[config.mk]
export PLATFORM = sky130hd
export DESIGN_NAME = tape_pulse_block_encoder_core
export DESIGN_NICKNAME = d
export VERILOG_FILES = /design/src/rtl/core/tpbe_pkg.sv /design/src/rtl/core/tape_pulse_block_encoder_core.sv /design/src/rtl/core/tpbe_front.sv /design/src/rtl/core/tpbe_queue.sv /design/src/rtl/core/tpbe_back.sv
export SDC_FILE = /design/constraint.sdc
export NUM_CORES = 1
export LEC_CHECK = 0
export BUFFER_PORTS_ARGS = -buffer_cell sky130_fd_sc_hd__buf_2
export CORE_ASPECT_RATIO = 1.4
export CORE_UTILIZATION = 38
export DETAILED_ROUTE_END_ITERATION = 8
export GPL_TIMING_DRIVEN = 1
export PLACE_DENSITY = 0.54
export SKIP_LAST_GASP = 1
export SYNTH_ARGS = -nofsm -noshare
export SYNTH_HDL_FRONTEND = slang
export SYNTH_SLANG_ARGS = --single-unit
[constraint.sdc]
create_clock -name clock -period 3.3 [get_ports clock]
set_input_delay 0.165 -clock clock [delete_from_list [all_inputs] [get_ports clock]]
set_output_delay 0.165 -clock clock [all_outputs]
set_load 0.005 [all_outputs]
[src/rtl/core/tpbe_pkg.sv]
// Package for the tape pulse block encoder.
// Holds the item opcodes, the queued job record, the queue status and the ROM tables.
// No dependencies.
package tpbe_pkg;

   typedef enum logic [1:0] {
      OP_START = 2'd0,
      OP_DATA  = 2'd1,
      OP_END   = 2'd2,
      OP_NONE  = 2'd3
   } op_type;

   typedef enum logic [1:0] {
      CSR_SPEED_MODE    = 2'd0,
      CSR_RATE_48K      = 2'd1,
      CSR_SYMBOL_OFFSET = 2'd2,
      CSR_PILOT_COUNT   = 2'd3
   } csr_index_type;

   localparam int QueueDepth = 4;
   localparam int QueuePtrW  = $clog2(QueueDepth);

   localparam logic [5:0] START_LAST_STEP = 6'd54;
   localparam logic [5:0] DATA_LAST_STEP  = 6'd7;
   localparam logic [5:0] END_LAST_STEP   = 6'd3;
   localparam logic [5:0] HDR_FIRST_STEP  = 6'd5;
   localparam logic [5:0] HDR_LAST_STEP   = 6'd52;

   typedef struct packed {
      op_type      kind;
      logic [15:0] pilots;
      logic        rate_48k;
      logic [23:0] word;
      logic [7:0]  data;
      logic [2:0]  velo;
      logic [4:0]  term;
   } job_type;

   typedef struct packed {
      logic empty;
      logic full;
   } q_status_type;

   localparam logic [2:0] FIRST_HALF [32] = '{
      3'd1, 3'd2, 3'd2, 3'd3, 3'd2, 3'd2, 3'd3, 3'd3,
      3'd2, 3'd3, 3'd3, 3'd4, 3'd3, 3'd3, 3'd4, 3'd4,
      3'd1, 3'd2, 3'd3, 3'd4, 3'd2, 3'd3, 3'd4, 3'd5,
      3'd2, 3'd3, 3'd4, 3'd5, 3'd3, 3'd4, 3'd5, 3'd6};

   localparam logic [2:0] SECOND_HALF [32] = '{
      3'd1, 3'd1, 3'd2, 3'd2, 3'd1, 3'd2, 3'd2, 3'd3,
      3'd2, 3'd2, 3'd3, 3'd3, 3'd2, 3'd3, 3'd3, 3'd4,
      3'd1, 3'd2, 3'd3, 3'd4, 3'd1, 3'd2, 3'd3, 3'd4,
      3'd2, 3'd3, 3'd4, 3'd5, 3'd2, 3'd3, 3'd4, 3'd5};

   localparam logic [7:0] SPEED_REF [16] = '{
      8'hed, 8'hde, 8'hd2, 8'hc3, 8'h00, 8'h71, 8'h62, 8'h53,
      8'hf1, 8'he5, 8'hd6, 8'hc7, 8'h04, 8'h78, 8'h69, 8'h5d};

   localparam logic [4:0] TERM_WIDTH [16] = '{
      5'd21, 5'd22, 5'd23, 5'd24, 5'd23, 5'd24, 5'd25, 5'd26,
      5'd13, 5'd14, 5'd15, 5'd16, 5'd15, 5'd16, 5'd17, 5'd18};

endpackage

[src/rtl/core/tape_pulse_block_encoder_core.sv]
// Tape pulse block encoder, top level: front end, job queue and back end.
// The front takes items while the 4-entry queue has room. An idle block queues a taken item,
// then the back end registers its first result. Throughput: one result per cycle from the
// back-end sequencer while a job is queued and the result register is free or being read.
// Reset (synchronous) empties the queue and result register, zeroes the output level and
// returns the registers to speed 0, 44.1 kHz, offset 0, pilot count 1.
module tape_pulse_block_encoder_core (
   input  logic        clock,
   input  logic        reset,
   input  logic        csr_valid,
   output logic        csr_ready,
   input  logic [1:0]  csr_index,
   input  logic [15:0] csr_data,
   input  logic        req_valid,
   output logic        req_ready,
   input  logic [1:0]  req_opcode,
   input  logic [7:0]  req_data_byte,
   input  logic [7:0]  req_flag_byte,
   input  logic [7:0]  req_block_checksum,
   output logic        rsp_valid,
   input  logic        rsp_ready,
   output logic [4:0]  rsp_pulse_width,
   output logic [15:0] rsp_repeat_count,
   output logic        rsp_first_level,
   output logic        rsp_last_of_run
);

   tpbe_pkg::q_status_type q_stat;
   tpbe_pkg::job_type      push_job;
   tpbe_pkg::job_type      head_job;
   logic                   q_push;
   logic                   q_pop;
   logic [5:0]             step;

   tpbe_front u_front (
      .clock              (clock),
      .reset              (reset),
      .csr_valid          (csr_valid),
      .csr_ready          (csr_ready),
      .csr_index          (csr_index),
      .csr_data           (csr_data),
      .req_valid          (req_valid),
      .req_ready          (req_ready),
      .req_opcode         (req_opcode),
      .req_data_byte      (req_data_byte),
      .req_flag_byte      (req_flag_byte),
      .req_block_checksum (req_block_checksum),
      .q_stat             (q_stat),
      .q_push             (q_push),
      .q_job              (push_job)
   );

   tpbe_queue u_queue (
      .clock    (clock),
      .reset    (reset),
      .push     (q_push),
      .push_job (push_job),
      .pop      (q_pop),
      .head_job (head_job),
      .stat     (q_stat)
   );

   tpbe_back u_back (
      .clock            (clock),
      .reset            (reset),
      .head_job         (head_job),
      .q_stat           (q_stat),
      .q_pop            (q_pop),
      .step             (step),
      .rsp_valid        (rsp_valid),
      .rsp_ready        (rsp_ready),
      .rsp_pulse_width  (rsp_pulse_width),
      .rsp_repeat_count (rsp_repeat_count),
      .rsp_first_level  (rsp_first_level),
      .rsp_last_of_run  (rsp_last_of_run)
   );

   a_no_overflow: assert property (@(posedge clock) disable iff (reset)
      !(q_push && q_stat.full))
      else $error("queue push while full");

   a_step_range: assert property (@(posedge clock) disable iff (reset)
      step <= tpbe_pkg::START_LAST_STEP)
      else $error("sequencer step out of range");

   a_pop_restarts: assert property (@(posedge clock) disable iff (reset)
      q_pop |=> (step == 6'd0) && rsp_valid && rsp_last_of_run)
      else $error("job end not seen as last result");

   a_width_nonzero: assert property (@(posedge clock) disable iff (reset)
      rsp_valid |-> (rsp_pulse_width != 5'd0) && (rsp_repeat_count != 16'd0))
      else $error("empty pulse run");

endmodule

[src/rtl/core/tpbe_front.sv]
// Front end: configuration registers, item intake and job building.
// Depends on tpbe_pkg.
module tpbe_front (
   input  logic                   clock,
   input  logic                   reset,
   input  logic                   csr_valid,
   output logic                   csr_ready,
   input  logic [1:0]             csr_index,
   input  logic [15:0]            csr_data,
   input  logic                   req_valid,
   output logic                   req_ready,
   input  logic [1:0]             req_opcode,
   input  logic [7:0]             req_data_byte,
   input  logic [7:0]             req_flag_byte,
   input  logic [7:0]             req_block_checksum,
   input  tpbe_pkg::q_status_type q_stat,
   output logic                   q_push,
   output tpbe_pkg::job_type      q_job
);

   logic [2:0]  speed_mode_ff, speed_mode_in;
   logic        rate_48k_ff, rate_48k_in;
   logic [2:0]  offset_ff, offset_in;
   logic [15:0] pilot_ff, pilot_in;

   logic [3:0]  sel;
   logic [7:0]  ref_base;
   logic [6:0]  off7;
   logic [6:0]  off_x3;
   logic [6:0]  ref_low;
   tpbe_pkg::op_type op;

   assign csr_ready = 1'b1;

   always_comb begin
      speed_mode_in = speed_mode_ff;
      rate_48k_in   = rate_48k_ff;
      offset_in     = offset_ff;
      pilot_in      = pilot_ff;
      if (csr_valid) begin
         unique case (tpbe_pkg::csr_index_type'(csr_index))
            tpbe_pkg::CSR_SPEED_MODE:    speed_mode_in = csr_data[2:0];
            tpbe_pkg::CSR_RATE_48K:      rate_48k_in   = csr_data[0];
            tpbe_pkg::CSR_SYMBOL_OFFSET: offset_in     = csr_data[2:0];
            tpbe_pkg::CSR_PILOT_COUNT:   pilot_in      = csr_data;
            default: ;
         endcase
      end
   end

   always_ff @(posedge clock) begin
      if (reset) begin
         speed_mode_ff <= 3'd0;
         rate_48k_ff   <= 1'b0;
         offset_ff     <= 3'd0;
         pilot_ff      <= 16'd1;
      end else begin
         speed_mode_ff <= speed_mode_in;
         rate_48k_ff   <= rate_48k_in;
         offset_ff     <= offset_in;
         pilot_ff      <= pilot_in;
      end
   end

   // speed reference: top bit kept, low seven wrap
   always_comb begin
      sel      = {rate_48k_ff, speed_mode_ff};
      ref_base = tpbe_pkg::SPEED_REF[sel];
      off7     = {{4{offset_ff[2]}}, offset_ff};
      off_x3   = off7 + {off7[5:0], 1'b0};
      ref_low  = ref_base[6:0] + off_x3;
   end

   assign op        = tpbe_pkg::op_type'(req_opcode);
   assign req_ready = !q_stat.full;
   assign q_push    = req_valid && req_ready && (op != tpbe_pkg::OP_NONE);

   always_comb begin
      q_job.kind     = op;
      q_job.pilots   = {pilot_ff[15:1], 1'b1};
      q_job.rate_48k = rate_48k_ff;
      q_job.word     = {req_block_checksum, req_flag_byte, ref_base[7], ref_low};
      q_job.data     = req_data_byte;
      q_job.velo     = speed_mode_ff;
      q_job.term     = tpbe_pkg::TERM_WIDTH[sel];
   end

endmodule

[src/rtl/core/tpbe_queue.sv]
// Short job queue between the front and back ends.
// Depends on tpbe_pkg.
module tpbe_queue (
   input  logic                   clock,
   input  logic                   reset,
   input  logic                   push,
   input  tpbe_pkg::job_type      push_job,
   input  logic                   pop,
   output tpbe_pkg::job_type      head_job,
   output tpbe_pkg::q_status_type stat
);

   tpbe_pkg::job_type slot_ff [tpbe_pkg::QueueDepth];
   logic [tpbe_pkg::QueuePtrW-1:0] wr_ptr_ff, wr_ptr_in;
   logic [tpbe_pkg::QueuePtrW-1:0] rd_ptr_ff, rd_ptr_in;
   logic [tpbe_pkg::QueuePtrW:0]   count_ff, count_in;
   logic do_push, do_pop;

   assign stat.empty = (count_ff == '0);
   assign stat.full  = (count_ff == (tpbe_pkg::QueuePtrW+1)'(tpbe_pkg::QueueDepth));
   assign head_job   = slot_ff[rd_ptr_ff];

   assign do_push = push && !stat.full;
   assign do_pop  = pop && !stat.empty;

   always_comb begin
      wr_ptr_in = do_push ? wr_ptr_ff + 1'b1 : wr_ptr_ff;
      rd_ptr_in = do_pop ? rd_ptr_ff + 1'b1 : rd_ptr_ff;
      count_in  = count_ff;
      if (do_push && !do_pop) begin
         count_in = count_ff + 1'b1;
      end else if (do_pop && !do_push) begin
         count_in = count_ff - 1'b1;
      end
   end

   always_ff @(posedge clock) begin
      if (reset) begin
         wr_ptr_ff <= '0;
         rd_ptr_ff <= '0;
         count_ff  <= '0;
      end else begin
         wr_ptr_ff <= wr_ptr_in;
         rd_ptr_ff <= rd_ptr_in;
         count_ff  <= count_in;
      end
   end

   always_ff @(posedge clock) begin
      if (do_push) begin
         slot_ff[wr_ptr_ff] <= push_job;
      end
   end

endmodule

[src/rtl/core/tpbe_back.sv]
// Back end: steps queued jobs to the result register, one pulse run per cycle unless stalled.
// Depends on tpbe_pkg.
module tpbe_back (
   input  logic                   clock,
   input  logic                   reset,
   input  tpbe_pkg::job_type      head_job,
   input  tpbe_pkg::q_status_type q_stat,
   output logic                   q_pop,
   output logic [5:0]             step,
   output logic                   rsp_valid,
   input  logic                   rsp_ready,
   output logic [4:0]             rsp_pulse_width,
   output logic [15:0]            rsp_repeat_count,
   output logic                   rsp_first_level,
   output logic                   rsp_last_of_run
);

   logic [5:0]  step_ff, step_in;
   logic        level_ff, level_in;
   logic        valid_ff, valid_in;
   logic [4:0]  width_ff;
   logic [15:0] count_ff;
   logic        first_ff;
   logic        last_ff;

   logic [4:0]  res_width;
   logic [15:0] res_count;
   logic        res_last;
   logic        emit;
   logic [5:0]  hdr_j;
   logic [4:0]  hdr_bit;
   logic [1:0]  sym;
   logic [4:0]  tab_idx;
   logic [4:0]  term_half;

   always_comb begin
      hdr_j     = step_ff - tpbe_pkg::HDR_FIRST_STEP;
      hdr_bit   = 5'd23 - hdr_j[5:1];
      case (step_ff[2:1])
         2'd0:    sym = head_job.data[7:6];
         2'd1:    sym = head_job.data[5:4];
         2'd2:    sym = head_job.data[3:2];
         default: sym = head_job.data[1:0];
      endcase
      tab_idx   = {head_job.velo, sym};
      term_half = {1'b0, head_job.term[4:1]};

      res_width = 5'd1;
      res_count = 16'd1;
      res_last  = 1'b0;
      unique case (head_job.kind)
         tpbe_pkg::OP_START: begin
            res_last = (step_ff == tpbe_pkg::START_LAST_STEP);
            if (step_ff == 6'd0) begin
               res_width = 5'd12;
               res_count = head_job.pilots;
            end else if (step_ff == 6'd1) begin
               res_width = 5'd28;
            end else if (step_ff == 6'd2) begin
               res_width = 5'd12;
               res_count = 16'd6;
            end else if (step_ff == 6'd3) begin
               res_width = 5'd2;
            end else if (step_ff == 6'd4) begin
               res_width = head_job.rate_48k ? 5'd4 : 5'd8;
            end else if (step_ff <= tpbe_pkg::HDR_LAST_STEP) begin
               res_width = head_job.word[hdr_bit] ? 5'd4 : 5'd8;
            end else if (step_ff == 6'd53) begin
               res_width = 5'd2;
            end else begin
               res_width = 5'd3;
            end
         end
         tpbe_pkg::OP_DATA: begin
            res_last  = (step_ff == tpbe_pkg::DATA_LAST_STEP);
            res_width = step_ff[0] ? {2'b00, tpbe_pkg::SECOND_HALF[tab_idx]}
                                   : {2'b00, tpbe_pkg::FIRST_HALF[tab_idx]};
         end
         tpbe_pkg::OP_END: begin
            res_last = (step_ff == tpbe_pkg::END_LAST_STEP);
            if (step_ff == 6'd0) begin
               res_width = term_half;
            end else if (step_ff == 6'd1) begin
               res_width = head_job.term - term_half;
            end else begin
               res_width = 5'd1;
            end
         end
         default: res_last = 1'b1;
      endcase
   end

   assign emit  = !q_stat.empty && (!valid_ff || rsp_ready);
   assign q_pop = emit && res_last;

   always_comb begin
      step_in  = step_ff;
      level_in = level_ff;
      valid_in = valid_ff && !rsp_ready;
      if (emit) begin
         step_in  = res_last ? 6'd0 : step_ff + 6'd1;
         level_in = level_ff ^ res_count[0];
         valid_in = 1'b1;
      end
   end

   always_ff @(posedge clock) begin
      if (reset) begin
         step_ff  <= 6'd0;
         level_ff <= 1'b0;
         valid_ff <= 1'b0;
      end else begin
         step_ff  <= step_in;
         level_ff <= level_in;
         valid_ff <= valid_in;
      end
   end

   always_ff @(posedge clock) begin
      if (emit) begin
         width_ff <= res_width;
         count_ff <= res_count;
         first_ff <= level_ff;
         last_ff  <= res_last;
      end
   end

   assign step             = step_ff;
   assign rsp_valid        = valid_ff;
   assign rsp_pulse_width  = width_ff;
   assign rsp_repeat_count = count_ff;
   assign rsp_first_level  = first_ff;
   assign rsp_last_of_run  = last_ff;

endmodule

# Word-level counts from Yosys, hierarchy flattened
# Memories as Yosys holds them, arrays and structs flattened. A register that Yosys moved wholly into a read port is not among the register bits.
# Cells that the tools add are included.
[op_classes]
n_reduce_logical = 26
n_mux = 37
bitwise = 3
n_eq_ne = 16
n_addsub = 10
n_lt_le_gt_ge = 4
[op_table]
columns = ["cell", "count"]
rows = [
  ["5-bit 2-to-1 mux", 10],
  ["16-bit 2-to-1 mux", 2],
  ["3-bit 2-to-1 mux", 8],
  ["8-bit 2-to-1 mux", 2],
  ["5-bit one-hot mux with 3 select lines", 1],
  ["6-bit by 2-bit equality test with 1-bit output (second input constant)", 2],
  ["6-bit by 3-bit equality test with 1-bit output (second input constant)", 2],
  ["6-bit equality test (second input constant)", 2],
  ["1-bit logical AND", 9],
  ["2-bit equality test (second input constant)", 4],
  ["4-bit 2-to-1 mux", 2],
  ["2-bit AND reduction", 4],
  ["7-bit adder", 1],
  ["6-bit by 1-bit adder with 6-bit output (second input constant)", 1],
  ["2-bit by 1-bit equality test with 1-bit output (second input constant)", 3],
  ["6-bit by 1-bit equality test with 1-bit output (second input constant)", 1],
  ["6-bit greater-or-equal comparator (second input constant)", 1],
  ["6-bit less-or-equal comparator (second input constant)", 1],
  ["1-bit zero test", 6],
  ["2-bit zero test", 3],
  ["6-bit zero test", 1],
  ["5-bit by 6-bit < comparator with 1-bit output (second input constant)", 1],
  ["1-bit 2-to-1 mux", 6],
  ["6-bit 2-to-1 mux", 1],
  ["20 further kinds", 22],
]
[totals]
input_bits = 49
mem_bits_ro = 400
mem_count = 5
elab_cells = 116
mem_bits_rw = 232
output_inout_bits = 26
regBits = 61
[mem_list]
columns = ["name", "words", "word_bits", "rd", "rd_clocked_by_memory_dff", "wr", "line_no", "source"]
rows = [
  ["u_queue.slot_ff", 4, 58, 1, 1, 1, "tpbe_queue.sv:13", "tpbe_pkg::job_type slot_ff [tpbe_pkg::QueueDepth];"],
  ["(no name shown)", 16, 8, 1, 0, 0, "tpbe_front.sv:68", "ref_base = tpbe_pkg::SPEED_REF[sel];"],
  ["(no name shown)", 32, 3, 1, 0, 0, "tpbe_back.sv:76", "res_width = step_ff[0] ? {2'b00, tpbe_pkg::SECOND_HALF[tab_idx]}"],
  ["(no name shown)", 32, 3, 1, 0, 0, "tpbe_back.sv:77", ": {2'b00, tpbe_pkg::FIRST_HALF[tab_idx]};"],
  ["(no name shown)", 16, 5, 1, 0, 0, "tpbe_front.sv:85", "q_job.term = tpbe_pkg::TERM_WIDTH[sel];"],
]

# Longest topological paths before layout
[depth]
word_depth = 12
mapped_depth = 15
ltp_nobuf = 13

# Modules after synthesis
# Synthesis repeated with hierarchy kept, for this count alone.
[hier_totals]
cells_unflattened = 831
area_unflattened_um2 = 13111.3
[modules_own_cells]
columns = ["mod", "n_inst", "area_each_um2", "cells_per_inst", "seq_area_each_um2"]
rows = [
  ["tpbe_queue", 1, 8984.9, 357, 7267.0],
  ["tpbe_back", 1, 2513.7, 272, 850.8],
  ["tpbe_front", 1, 1612.8, 202, 440.4],
]

# Least setup slack after synthesis
# Ideal clock, no wire load.
[synth_timing]
path_kind = "register to register"
from = "register with a tool-made name"
to = "register u_back.width_ff[2], in the netlist u_back.rsp_pulse_width[2] (data pin)"
n_path_buf = 5
synth_period_minus_slack_ps = 3231
t_required_ps = 3044
setup_ps = 256
arrival_ps = 2974
stages_incl_launch_ff = 16
path_slack_ps = 69
path_cell_list = "dfxtp_1 -> buf_2 -> buf_4 -> buf_2 -> buf_2 -> buf_1 -> mux4_2 -> inv_1 -> ha_1 -> fa_1 -> xnor2_1 -> nand3_1 -> o21ai_0 -> a21oi_1 -> o21ai_0 -> o22a_1"
[synth_lines]
columns = ["item", "line_no", "source"]
rows = [
  ["to (signal assigned)", "tpbe_back.sv:121", "width_ff <= res_width;"],
  ["to (decl)", "tpbe_back.sv:21", "logic [4:0] width_ff;"],
]

==> metrics.txt <==
global-route wire length before repair=41800 um; Fmax=0.334 GHz; clk_skew=0.0128 ns; DRC viols=0; grt total ovfl=0; Yosys cell types=64; # diodes=0; CP endpoint kind=flip-flop; DRT Wirelength=26400 um; # rows=78; largest net degree at the start of global routing=36; Die W=155 um; Pwr Density=706 mW/mm^2; Initial Utilization=38.6%; Core ar.=0.0324 sq mm; setup TNS=0 ns; die area=0.0337 sq mm; leakage=5.23 nW; via count=7122; CTS max path bufs=3; post-synthesis sequential area ratio=67.4%; I/O Buffers=73; Critical Path AT=3.30 ns; status=finished clean; Rel. slew slack=43.7%; drt pass-1 iters=5; Die Ht=217 um; routed vias/inst=5.07; max cap viols=0; Clock transition at path regs=0.06 ns; Skew-Pair Late Insertion Delay=0.55 ns; CTS Buf Count=28; Inst Count DP=1312; async set-reset flop share out of synthesis=0%; type of the worst setup path=reg -> reg; average wire per standard cell=18.8 um; syn avg cell area=15.6 sq um; gate count of the mapped netlist=800; vias in the first global route=7320; Fillers=2893; Antenna Nets Post-Route=0; RSZ-0062 raised after global routing=no; synth-to-layout area growth=19.6%; TritonCTS clock tree=done; Tightest Hold Check Type=in -> reg; worst slew pin tran=0.844 ns; Final Hold Viols=0; Total Routing Usage GR=16.3%; clk sinks=294; count of state elements after synthesis=294; startpoint types=flip-flop; post-synthesis cell area=0.0125 sq mm; layout cells sized above 1=23.8%; CP Data Required Time=3.60 ns; Syn Nets=881; number of synthesized flops with an enable pin=255; Final #Nets=1026; H-tree depth=1; Yosys warnings=0; initial antenna violation count=0; post-DP HPWL=17400 um; Placer Congestion=0.805; max-slew violations=0; Layout Cells excl Fill=1406; fin crit share=90.8%; min cycle time layout=3.00 ns; root buf cell=clkbuf_16; final setup vio count=0; I/O pin cnt=75; peak supply drop=0.364 mV; ys flop type=edfxtp_1; initial drt markers=351; CP Max Fanout=15
## metal layers
| metal | global-route usage, % | vias up | part of all wire, % |
|---|---|---|---|
| li1 | - | 3345 | - |
| met1 | 20.0 | 3594 | 41 |
| met2 | 29.5 | 135 | 53 |
| met3 | 1.76 | 48 | 3.2 |
| met4 | 5.69 | 0 | 2.7 |
| met5 | 0 | - | 0 |
## Yosys cell counts, types with 13 or more instances
| cell | count | share of area [%] |
|---|---|---|
| edfxtp_1 | 255 | 61 |
| nand2_1 | 64 | 1.9 |
| mux4_2 | 56 | 10 |
| nor2_1 | 42 | 1.3 |
| a21oi_1 | 41 | 1.6 |
| dfxtp_1 | 39 | 6.2 |
| inv_1 | 34 | 1.0 |
| ha_1 | 28 | 2.8 |
| o21ai_0 | 21 | 0.84 |
| xnor2_1 | 17 | 1.2 |
| clkbuf_1 | 16 | 0.48 |
| nand3_1 | 16 | 0.64 |
| and3_1 | 15 | 0.75 |
| buf_2 | 14 | 0.56 |
| mux2i_1 | 13 | 1.0 |
## flip-flops by register name, summed over array words and instances, names as in the netlist, named ones only
name,count
u_front.pilot_ff,15
u_back.rsp_repeat_count,16
u_back.rsp_valid,1
u_back.rsp_pulse_width,5
u_front.rate_48k_ff,1
u_queue.count_ff,3
u_queue.rd_ptr_ff,2
u_front.speed_mode_ff,3
u_back.level_ff,1
u_queue.slot_ff,232
u_back.rsp_last_of_run,1
u_front.offset_ff,3
u_back.step,6
u_queue.wr_ptr_ff,2
u_back.rsp_first_level,1
## cells by family (layout without fill, tap and decap cells)
| group | Yosys count | in the layout | share of synthesized area [%] |
|---|---|---|---|
| xor+xnor | 28 | 28 | 1.96 |
| fa+ha+maj | 32 | 32 | 3.44 |
| simple gates | 190 | 190 | 7.50 |
| buf+inv | 77 | 243 | 2.79 |
| other cells | 1 | 1 | 0.0300 |
| compound gates | 105 | 105 | 5.26 |
| flops | 294 | 294 | 67.4 |
| mux | 73 | 73 | 11.6 |
## layout by cell type, fill, tap and decap left out, drive strengths merged, types with 13 or more instances in the layout
cell type / n
a21oi: 41
and3: 15
buf: 112
clkbuf: 38
dfxtp: 39
dlygate4sd3: 43
edfxtp: 255
ha: 28
inv: 34
mux2i: 13
mux4: 57
nand2: 66
nand3: 17
nor2: 42
o21ai: 23
xnor2: 17
## power breakdown
| part | internal (mW) | switching (mW) | total, mW |
|---|---|---|---|
| Clock | 1.81 | 1.34 | 3.15 |
| Combinational | 1.21 | 1.49 | 2.70 |
| Sequential | 4.57 | 0.149 | 4.72 |
## final timing paths
path | startpoint | to | slack, ns | depth (start not counted)
worst max-delay path | flip-flop | u_back.rsp_pulse_width[4]$_DFFE_PP_ | 0.30 | 9
worst min-delay path | csr_index[0] | u_front.rate_48k_ff$_SDFFE_PP0P_ | 0.04 | 4
worst max register to register | flip-flop | u_back.rsp_pulse_width[4]$_DFFE_PP_ | 0.30 | 9
worst min register to register | u_back.rsp_valid$_SDFF_PP0_ | u_back.rsp_valid$_SDFF_PP0_ | 0.47 | 2
## timing repair
action                    in CTS  in global routing
hold endpoints to repair     127                  0
hold buffers                  43                  0
setup buffers                  0                  0
gates resized for setup        0                  0
## layout make-up
type | instances | area (sq um) | share of cell area, %
repair buffers | 155 | 1200 | 8.02
inverters | 37 | 144 | 0.961
flip-flops and latches | 294 | 8440 | 56.4
clock inverters | 13 | 121 | 0.811
clock buffers | 38 | 779 | 5.21
well taps | 440 | 551 | 3.68
multi-input cells | 429 | 3730 | 24.9
## worst max-delay path, stage by stage, from the launching register on
cell and delay [ns]:
dfxtp_4 0.39, buf_12 0.19, buf_4 0.30, mux4_2 0.58, inv_1 0.10, ha_1 0.26, a21o_1 0.19, a21oi_1 0.17
xnor2_1 0.08, a2111oi_0 0.47
## stage by stage
stage | setup WS [ns] | cell area (sq um) | power [mW] | hold WS, ns | util [%]
floorplan | 0.0694 | 12500 | 6.58 | 0.264 | -
global placement | 0.283 | 13600 | 7.48 | 0.383 | 42.1
detailed placement | 0.298 | 13600 | 7.50 | 0.382 | 42.1
CTS | 0.279 | 15000 | 10.7 | 0.0172 | 46.2
global route | 0.0535 | 15000 | 11.1 | 0.0574 | 46.2
finish | 0.304 | 15000 | 10.6 | 0.0350 | 46.2
(Power assumes the default switching activity.)
